### config.mk
export PLATFORM = sky130hd
export DESIGN_NAME = positional_list_table_top
export DESIGN_NICKNAME = d
export VERILOG_FILES = /design/src/design/plt_pkg.sv /design/src/design/plt_ram.sv /design/src/design/plt_ctrl.sv /design/src/design/positional_list_table_top.sv
export SDC_FILE = /design/constraint.sdc
export NUM_CORES = 2
export LEC_CHECK = 0
export BUFFER_PORTS_ARGS = -buffer_cell sky130_fd_sc_hd__buf_2
export CAP_MARGIN = 30
export CORE_UTILIZATION = 43
export DETAILED_ROUTE_END_ITERATION = 12
export PLACE_DENSITY_LB_ADDON = 0.25
export REMOVE_ABC_BUFFERS = 1
export SYNTH_ARGS = -nofsm -noshare
export SYNTH_HDL_FRONTEND = slang
export SYNTH_SLANG_ARGS = --single-unit
export TNS_END_PERCENT = 30
### constraint.sdc
create_clock -name i_clk -period 7 [get_ports i_clk]
set_input_delay 1.05 -clock i_clk [delete_from_list [all_inputs] [get_ports i_clk]]
set_output_delay 1.05 -clock i_clk [all_outputs]
set_load 0.01 [all_outputs]
### src/design/plt_pkg.sv
// plt_pkg: shared types, codes and sizes for the positional list table
// no dependencies
package plt_pkg;

    localparam int CAPACITY = 64;
    localparam int AW       = (CAPACITY > 1) ? $clog2(CAPACITY) : 1;
    localparam int CW       = $clog2(CAPACITY + 1);
    localparam int PW       = 7;
    localparam int XW       = (CW > PW) ? CW : PW;

    localparam logic [1:0] K_INSERT = 2'd0;
    localparam logic [1:0] K_DELETE = 2'd1;
    localparam logic [1:0] K_READ   = 2'd2;
    localparam logic [1:0] K_LOCATE = 2'd3;

    localparam logic [1:0] ST_OK    = 2'd0;
    localparam logic [1:0] ST_RANGE = 2'd1;
    localparam logic [1:0] ST_FULL  = 2'd2;
    localparam logic [1:0] ST_MISS  = 2'd3;

    typedef struct packed {
        logic [1:0]         kind;
        logic [PW-1:0]      position;
        logic signed [31:0] value;
    } t_plt_in;

    typedef struct packed {
        logic [1:0]         status;
        logic signed [31:0] data_out;
        logic [PW-1:0]      found_position;
        logic [PW-1:0]      list_count;
        logic               is_empty;
    } t_plt_out;

    typedef struct packed {
        logic          we;
        logic [AW-1:0] waddr;
        logic [31:0]   wdata;
        logic          re;
        logic [AW-1:0] raddr;
    } t_mem_req;

endpackage

### src/design/plt_ram.sv
// plt_ram: generic one-write one-read memory with registered read data
// no dependencies
module plt_ram #(
    parameter int DEPTH = 64,
    parameter int WIDTH = 32,
    parameter int ADDR_W = (DEPTH > 1) ? $clog2(DEPTH) : 1
) (
    input  logic              i_clk,
    input  logic              i_we,
    input  logic [ADDR_W-1:0] i_waddr,
    input  logic [WIDTH-1:0]  i_wdata,
    input  logic              i_re,
    input  logic [ADDR_W-1:0] i_raddr,
    output logic [WIDTH-1:0]  o_rdata
);

    logic [WIDTH-1:0] r_mem [DEPTH];
    logic [WIDTH-1:0] r_rdata;

    always_ff @(posedge i_clk) begin
        if (i_we) begin
            r_mem[i_waddr] <= i_wdata;
        end
    end

    always_ff @(posedge i_clk) begin
        if (i_re) begin
            r_rdata <= r_mem[i_raddr];
        end
    end

    assign o_rdata = r_rdata;

endmodule

### src/design/plt_ctrl.sv
// plt_ctrl: command sequencer, range checks, entry count and result register
// depends on plt_pkg; drives the entry memory through a t_mem_req
module plt_ctrl
    import plt_pkg::*;
(
    input  logic        i_clk,
    input  logic        i_rst_n,
    input  logic        i_in_valid,
    output logic        o_in_ready,
    input  t_plt_in     i_in_item,
    output logic        o_out_valid,
    input  logic        i_out_ready,
    output t_plt_out    o_out_item,
    output t_mem_req    o_mem_req,
    input  logic [31:0] i_mem_rdata
);

    localparam logic [3:0] S_IDLE    = 4'd0;
    localparam logic [3:0] S_INS_RD  = 4'd1;
    localparam logic [3:0] S_INS_WR  = 4'd2;
    localparam logic [3:0] S_INS_PUT = 4'd3;
    localparam logic [3:0] S_DEL_CAP = 4'd4;
    localparam logic [3:0] S_DEL_SRD = 4'd5;
    localparam logic [3:0] S_DEL_SWR = 4'd6;
    localparam logic [3:0] S_RD_CAP  = 4'd7;
    localparam logic [3:0] S_LOC_RD  = 4'd8;
    localparam logic [3:0] S_LOC_CMP = 4'd9;
    localparam logic [3:0] S_EMIT    = 4'd10;

    logic [3:0]    r_state, n_state;
    logic [CW-1:0] r_count, n_count;
    logic [CW-1:0] r_j, n_j;
    logic [XW-1:0] r_pos, n_pos;
    logic [31:0]   r_val, n_val;
    logic [1:0]    r_status, n_status;
    logic [31:0]   r_data, n_data;
    logic [PW-1:0] r_found, n_found;
    logic          r_out_valid, n_out_valid;
    t_plt_out      r_out, n_out;

    logic          accept;
    logic [XW-1:0] in_pos_x;
    logic [XW-1:0] cnt_x;
    logic [XW-1:0] j_x;
    logic          pos_bad_rd;
    logic          pos_bad_ins;

    assign accept      = (r_state == S_IDLE) && i_in_valid;
    assign in_pos_x    = XW'(i_in_item.position);
    assign cnt_x       = XW'(r_count);
    assign j_x         = XW'(r_j);
    assign pos_bad_rd  = (in_pos_x == '0) || (in_pos_x > cnt_x);
    assign pos_bad_ins = (in_pos_x == '0) || (in_pos_x > cnt_x + 1'b1);

    always_comb begin
        n_state     = r_state;
        n_count     = r_count;
        n_j         = r_j;
        n_pos       = r_pos;
        n_val       = r_val;
        n_status    = r_status;
        n_data      = r_data;
        n_found     = r_found;
        n_out_valid = r_out_valid;
        n_out       = r_out;
        o_mem_req   = '0;

        if (r_out_valid && i_out_ready) begin
            n_out_valid = 1'b0;
        end

        unique case (r_state)
            S_IDLE: begin
                if (accept) begin
                    n_pos    = in_pos_x;
                    n_val    = i_in_item.value;
                    n_status = ST_OK;
                    n_data   = '0;
                    n_found  = '0;
                    n_j      = '0;
                    n_state  = S_EMIT;
                    unique case (i_in_item.kind) inside
                        K_INSERT: begin
                            if (pos_bad_ins) begin
                                n_status = ST_RANGE;
                            end else if (cnt_x == XW'(CAPACITY)) begin
                                n_status = ST_FULL;
                            end else begin
                                n_j = r_count;
                                n_state = (cnt_x >= in_pos_x) ? S_INS_RD : S_INS_PUT;
                            end
                        end
                        K_DELETE, K_READ: begin
                            if (pos_bad_rd) begin
                                n_status = ST_RANGE;
                            end else begin
                                o_mem_req.re    = 1'b1;
                                o_mem_req.raddr = AW'(in_pos_x - 1'b1);
                                n_state = (i_in_item.kind == K_DELETE) ? S_DEL_CAP : S_RD_CAP;
                            end
                        end
                        K_LOCATE: begin
                            if (r_count == '0) begin
                                n_status = ST_MISS;
                            end else begin
                                n_state = S_LOC_RD;
                            end
                        end
                        default: n_state = S_EMIT;
                    endcase
                end
            end
            // shift up: entry j takes entry j-1, walking down to the insert point
            S_INS_RD: begin
                o_mem_req.re    = 1'b1;
                o_mem_req.raddr = AW'(j_x - 1'b1);
                n_state         = S_INS_WR;
            end
            S_INS_WR: begin
                o_mem_req.we    = 1'b1;
                o_mem_req.waddr = AW'(r_j);
                o_mem_req.wdata = i_mem_rdata;
                n_j             = r_j - 1'b1;
                n_state         = ((j_x - 1'b1) >= r_pos) ? S_INS_RD : S_INS_PUT;
            end
            S_INS_PUT: begin
                o_mem_req.we    = 1'b1;
                o_mem_req.waddr = AW'(r_pos - 1'b1);
                o_mem_req.wdata = r_val;
                n_count         = r_count + 1'b1;
                n_state         = S_EMIT;
            end
            S_DEL_CAP: begin
                n_data = i_mem_rdata;
                n_j    = CW'(r_pos);
                if (r_pos < cnt_x) begin
                    n_state = S_DEL_SRD;
                end else begin
                    n_count = r_count - 1'b1;
                    n_state = S_EMIT;
                end
            end
            // shift down: entry j-1 takes entry j, walking up to the end
            S_DEL_SRD: begin
                o_mem_req.re    = 1'b1;
                o_mem_req.raddr = AW'(r_j);
                n_state         = S_DEL_SWR;
            end
            S_DEL_SWR: begin
                o_mem_req.we    = 1'b1;
                o_mem_req.waddr = AW'(j_x - 1'b1);
                o_mem_req.wdata = i_mem_rdata;
                n_j             = r_j + 1'b1;
                if ((j_x + 1'b1) < cnt_x) begin
                    n_state = S_DEL_SRD;
                end else begin
                    n_count = r_count - 1'b1;
                    n_state = S_EMIT;
                end
            end
            S_RD_CAP: begin
                n_data  = i_mem_rdata;
                n_state = S_EMIT;
            end
            S_LOC_RD: begin
                o_mem_req.re    = 1'b1;
                o_mem_req.raddr = AW'(r_j);
                n_state         = S_LOC_CMP;
            end
            S_LOC_CMP: begin
                if (i_mem_rdata == r_val) begin
                    n_found = PW'(j_x + 1'b1);
                    n_state = S_EMIT;
                end else if ((j_x + 1'b1) < cnt_x) begin
                    n_j     = r_j + 1'b1;
                    n_state = S_LOC_RD;
                end else begin
                    n_status = ST_MISS;
                    n_state  = S_EMIT;
                end
            end
            S_EMIT: begin
                if (!r_out_valid || i_out_ready) begin
                    n_out.status         = r_status;
                    n_out.data_out       = r_data;
                    n_out.found_position = r_found;
                    n_out.list_count     = PW'(r_count);
                    n_out.is_empty       = (r_count == '0);
                    n_out_valid          = 1'b1;
                    n_state              = S_IDLE;
                end
            end
            default: n_state = S_IDLE;
        endcase
    end

    always_ff @(posedge i_clk) begin
        if (!i_rst_n) begin
            r_state     <= S_IDLE;
            r_count     <= '0;
            r_out_valid <= 1'b0;
        end else begin
            r_state     <= n_state;
            r_count     <= n_count;
            r_out_valid <= n_out_valid;
        end
    end

    always_ff @(posedge i_clk) begin
        r_j      <= n_j;
        r_pos    <= n_pos;
        r_val    <= n_val;
        r_status <= n_status;
        r_data   <= n_data;
        r_found  <= n_found;
        r_out    <= n_out;
    end

    assign o_in_ready  = (r_state == S_IDLE);
    assign o_out_valid = r_out_valid;
    assign o_out_item  = r_out;

endmodule

### src/design/positional_list_table_top.sv
// positional_list_table_top: ordered list of signed 32-bit entries, 1-based positions
// depends on plt_pkg, plt_ctrl and plt_ram
//
//  channel   dir   handshake                  payload
//  -------   ---   ------------------------   ----------------------------------
//  in        in    i_in_valid / o_in_ready    t_plt_in  (kind, position, value)
//  out       out   o_out_valid / i_out_ready  t_plt_out (status, data_out,
//                                             found_position, list_count, is_empty)
//
// one item at a time through one memory port pair: every entry moved costs a read
// and a write, so insert and delete time grows with the number of entries shifted,
// locate time with the match position or the count; rejects skip the memory, and
// every result is loaded into the result register
// reset (synchronous, active low) empties the list; memory contents are not cleared
// a result waiting on out does not block the next item, which only stalls at its end
module positional_list_table_top
    import plt_pkg::*;
(
    input  logic     i_clk,
    input  logic     i_rst_n,
    input  logic     i_in_valid,
    output logic     o_in_ready,
    input  t_plt_in  i_in_item,
    output logic     o_out_valid,
    input  logic     i_out_ready,
    output t_plt_out o_out_item
);

    // request from the sequencer to the entry store
    t_mem_req    mem_req;
    logic [31:0] mem_rdata;

    // sequencer: checks, shift loops, linear search, result register
    plt_ctrl u_ctrl (
        .i_clk       (i_clk),
        .i_rst_n     (i_rst_n),
        .i_in_valid  (i_in_valid),
        .o_in_ready  (o_in_ready),
        .i_in_item   (i_in_item),
        .o_out_valid (o_out_valid),
        .i_out_ready (i_out_ready),
        .o_out_item  (o_out_item),
        .o_mem_req   (mem_req),
        .i_mem_rdata (mem_rdata)
    );

    // entry store, read data registered
    plt_ram #(
        .DEPTH  (CAPACITY),
        .WIDTH  (32),
        .ADDR_W (AW)
    ) u_ram (
        .i_clk   (i_clk),
        .i_we    (mem_req.we),
        .i_waddr (mem_req.waddr),
        .i_wdata (mem_req.wdata),
        .i_re    (mem_req.re),
        .i_raddr (mem_req.raddr),
        .o_rdata (mem_rdata)
    );

endmodule
==> results.txt <==
The flow ran to the end, and the final reports show no timing, DRC or antenna violations. In this run the most critical hold path is launched from i_in_item[27]. sky130_fd_sc_hd__edfxtp_1 takes more of the synthesized area than any other cell.

The largest fanout on the critical path came out at 20. The initial utilization of the core area, before any placement, comes to a little over two fifths. The post-cts sizing count came out at 0. The count of flip-flops with a built-in enable after synthesis came out at around 2200.

The fraction of the yosys area taken by sequential cells is between 70% and 80%. The via count of the first global-routing pass is 50700. The tree is rooted in a sky130_fd_sc_hd__clkbuf_16. The global placement routability congestion came out at 0.907. Headroom to the max-slew limit came out at roughly a quarter. For this run, the leading register cell type out of synthesis is sky130_fd_sc_hd__edfxtp_1. The worst slack at placement is approximately 0.90 ns.

The area added between synthesis and finish is 14.6%. The top cell types in the final layout, fill and taps aside, are sky130_fd_sc_hd__edfxtp_1 (2216), sky130_fd_sc_hd__nand2_1 (674), sky130_fd_sc_hd__a21oi_1 (669). For this run, the post-layout net count is 5894. The async set-reset flop share out of synthesis came out at 0%. The floorplan step defined a die boundary enclosing between 200000 and 250000 um^2.

The depth of the most critical reg-to-reg path is 12. The clock period minus final worst setup slack came out at 5.62 ns. The Yosys step of the flow raised 0 warnings. After detailed routing, the number of vias per cell comes to about 6.

The total area of sequential cells is roughly 67000 um^2. The residual antenna-violating net count after detailed routing came out at 0. The upper clock frequency limit came out at 178 MHz. The worst setup skew after layout came out at around 0.043 ns. The worst setup path is launched from a flip-flop. The maximum resistive drop on vdd came out at about 0.00032 V. The post-layout worst setup margin came out at around 1.4 ns. The most common cell after layout, fill and taps aside is sky130_fd_sc_hd__edfxtp_1. Setup repair after global routing left no endpoint under its margin. Clock tree synthesis found a total of ~2200 sinks. The average footprint of a synthesized cell came out at 15.7 um^2.

The count of input and output buffers came out at 95. The core footprint came out at 203000 um^2. The DRC violation count after routing came out at 0. The final wirelength came out at about 260 mm.

At the later pin of the worst-skew pair, clock insertion delay measures between 0.8 and 0.9 ns. The die outline width came out at ~450 um. The H-tree level count is 4.

The data required time of the critical path is ~7.6 ns. Counting the fill cells in the layout gives approximately 17000. The maximum number of pins on one net before global-route repair is around 120.

The top cell type's share of synthesized area came out at about 76%. The count of distinct cell types in the synthesized netlist came out at 76. The utilization after layout came out at between 40% and 50%. The CTS buffer count came out at around 220. The placement row count came out at between 150 and 200.

Once detailed placement completed, the half-perimeter wirelength came to roughly 160 mm. The synthesized instance count came out at ~5600. The multi-input gate area in the final layout came out at between 15000 and 20000 um^2. The number of cells on the worst hold path is 1. The y dimension of the die came out at between 400 and 500 um. In this run the worst hold path is classified as input port to flip-flop. The routed wirelength normalized by instance count came out at 30.4 um.

The post-synthesis instance area is 87800 um^2. The critical path arrival came out at between 6 and 7 ns. The iteration-0 DRC count of the detailed router is 6990.

In this run the critical register-to-register path is captured at u_ram.o_rdata[24]. The flip-flop and latch count after synthesis came out at between 2000 and 2500. Across the run, the number of max-cap violations was 0. In this run the critical register-to-register path is launched from u_ctrl.j_x[0]. The slew at the pin closest to its max-slew limit is between 1 and 1.5 ns.

For this design the top-level I/O count stands at 96. The total power divided by cell area came out at between 400 and 500 nW/um^2. The initial antenna violation count is 7. The first global-routing pass estimated 373 mm of wire.

The count of hold-fix buffers inserted at cts is 0. The max-slew violation total from the final report is 0. Counting along the longest clock path gives a buffer depth of 3. The final count of negative-setup-slack endpoints is 0. TritonCTS built the clock tree. The post-CTS clock slew at the launch and capture registers of the worst setup and hold paths came out at about 0.060 ns. The critical setup path kind is flip-flop to flip-flop.

The period utilization came out at about 80%. For this run, the total global-route usage over all layers was measured as 25.2%. By area the synthesized netlist is led by sky130_fd_sc_hd__edfxtp_1 (76%), sky130_fd_sc_hd__mux2i_1 (4.5%), sky130_fd_sc_hd__a221oi_1 (4.2%). The leakage power total is approximately 0.034 uW. The via count is between 50000 and 60000.

The total setup buffers inserted after CTS came out at 0. The total grt overflow is 0. Before antenna repair, the detailed router went through 5 iterations. The nature of the critical path endpoint is a flip-flop.

The post-route netlist has between 10% and 20% of its cells at a drive strength greater than 1. The worst reg-to-reg setup slack is 1.38 ns. The hold-critical path endpoint is u_ctrl.r_val[27]. The count of final hold-check violations is 0.
## cell usage after synthesis, types with 6 or more instances
cell and instances:
sky130_fd_sc_hd__edfxtp_1 2216, sky130_fd_sc_hd__nand2_1 678, sky130_fd_sc_hd__a21oi_1 670, sky130_fd_sc_hd__a221oi_1 421, sky130_fd_sc_hd__mux2i_1 399, sky130_fd_sc_hd__clkbuf_1 194
sky130_fd_sc_hd__buf_2 110, sky130_fd_sc_hd__nor2_1 105, sky130_fd_sc_hd__nor4_1 102, sky130_fd_sc_hd__a22oi_1 80, sky130_fd_sc_hd__a22o_1 66, sky130_fd_sc_hd__nand3_1 49
sky130_fd_sc_hd__ha_1 43, sky130_fd_sc_hd__and2_1 41, sky130_fd_sc_hd__buf_1 38, sky130_fd_sc_hd__xor2_1 37, sky130_fd_sc_hd__buf_4 33, sky130_fd_sc_hd__inv_1 31
sky130_fd_sc_hd__xnor2_1 27, sky130_fd_sc_hd__or4_1 24, sky130_fd_sc_hd__o21ai_0 23, sky130_fd_sc_hd__nor3_1 15, sky130_fd_sc_hd__dfxtp_1 12, sky130_fd_sc_hd__o22ai_1 12
sky130_fd_sc_hd__nand2b_1 11, sky130_fd_sc_hd__a221oi_2 10, sky130_fd_sc_hd__nand4_1 10, sky130_fd_sc_hd__and3_1 9, sky130_fd_sc_hd__or3_1 9, sky130_fd_sc_hd__a21o_1 8
sky130_fd_sc_hd__a31oi_1 8, sky130_fd_sc_hd__nor2b_1 7, sky130_fd_sc_hd__a2111oi_0 6, sky130_fd_sc_hd__a221o_1 6, sky130_fd_sc_hd__or2_2 6
## area by class of cell
cell class | count | share of cell area [%]
Multi-Input combinational cell | 2945 | 19.7
Antenna cell | 5 | 0.0124
Clock buffer | 272 | 5.71
Clock inverter | 141 | 1.37
Timing Repair Buffer | 379 | 3.38
Sequential cell | 2228 | 66.4
Tap cell | 2672 | 3.32
Inverter | 31 | 0.116
## cell families (layout without fill, tap and decap cells)
| kind of cell | after synthesis | count (layout) | share of synthesized area [%] |
|---|---|---|---|
| flops | 2228 | 2228 | 76.1 |
| compound gates | 1352 | 1352 | 10.5 |
| simple gates | 1087 | 1087 | 5.54 |
| buf+inv | 412 | 823 | 2.10 |
| mux | 399 | 399 | 4.55 |
| xor+xnor | 64 | 64 | 0.638 |
| fa+ha+maj | 43 | 43 | 0.613 |
| other cells | 0 | 5 | 0 |
## report_power, final
group / switching, uW / internal (uW)
sequential: 624 / 16600
clock: 5110 / 6620
combinational: 8590 / 3700
## critical path, stage by stage (launching register included)
cell and delay (ns):
sky130_fd_sc_hd__edfxtp_1 0.59, sky130_fd_sc_hd__inv_1 0.16, sky130_fd_sc_hd__ha_1 0.26, sky130_fd_sc_hd__nor3b_2 0.37, sky130_fd_sc_hd__a2111oi_0 0.17, sky130_fd_sc_hd__a311oi_1 0.68
sky130_fd_sc_hd__o31a_1 0.43, sky130_fd_sc_hd__or4_2 0.79, sky130_fd_sc_hd__buf_4 0.42, sky130_fd_sc_hd__o22ai_1 0.18, sky130_fd_sc_hd__nor4_1 0.92, sky130_fd_sc_hd__buf_4 0.24
sky130_fd_sc_hd__nand4_1 0.07
## per-stage QoR
stage	area [um^2]	hold slack [ns]	std cells	setup TNS (ns)	total power, uW
floorplan	86100	0.400	5204	-1011.00	24600
global placement	92700	0.404	8208	0	29100
detailed placement	93500	0.405	8253	0	29500
CTS	101000	0.285	8666	0	41200
global route	101000	0.314	8669	0	42600
finish	101000	0.349	8673	0	41200
## routing by layer
| metal | track usage [%] | part of all wire, % | wire, um | vias up |
|---|---|---|---|---|
| met1 | 35.4 | 41 | 108000 | 27400 |
| li1 | - | - | - | 22600 |
| met2 | 39.3 | 46 | 122000 | 2707 |
| met4 | 10.4 | 4.4 | 11500 | 2 |
| met3 | 4.02 | 8.4 | 22300 | 475 |
| met5 | 0 | 0.0042 | 11 | - |
## how the worst max path moves through the flow
stage	cells past startpoint	slack, ns	from	end
final	12	1.38	u_ctrl.j_x[0]	u_ram.o_rdata[24]
after global routing	12	1.26	u_ctrl.j_x[0]	u_ram.o_rdata[24]
after CTS	12	1.51	u_ctrl.j_x[0]	u_ram.o_rdata[24]
after detailed placement	14	0.90	i_in_item[32]	u_ram.o_rdata[24]
after global placement	12	0.47	i_in_item[32]	u_ram.o_rdata[22]
after floorplan	10	-31.71	i_in_item[32]	u_ram.o_rdata[15]
## registers in the layout, indices dropped and copies added (netlist names)
name / cells
u_ctrl.r_state: 4
u_ctrl.j_x: 7
u_ctrl.o_out_item: 49
u_ctrl.o_out_valid: 1
u_ctrl.r_data: 32
u_ctrl.r_found: 7
u_ram.r_mem: 2048
u_ram.o_rdata: 32
u_ctrl.r_val: 32
u_ctrl.r_pos: 7
u_ctrl.cnt_x: 7
u_ctrl.r_status: 2
(Power assumes the default switching activity.)
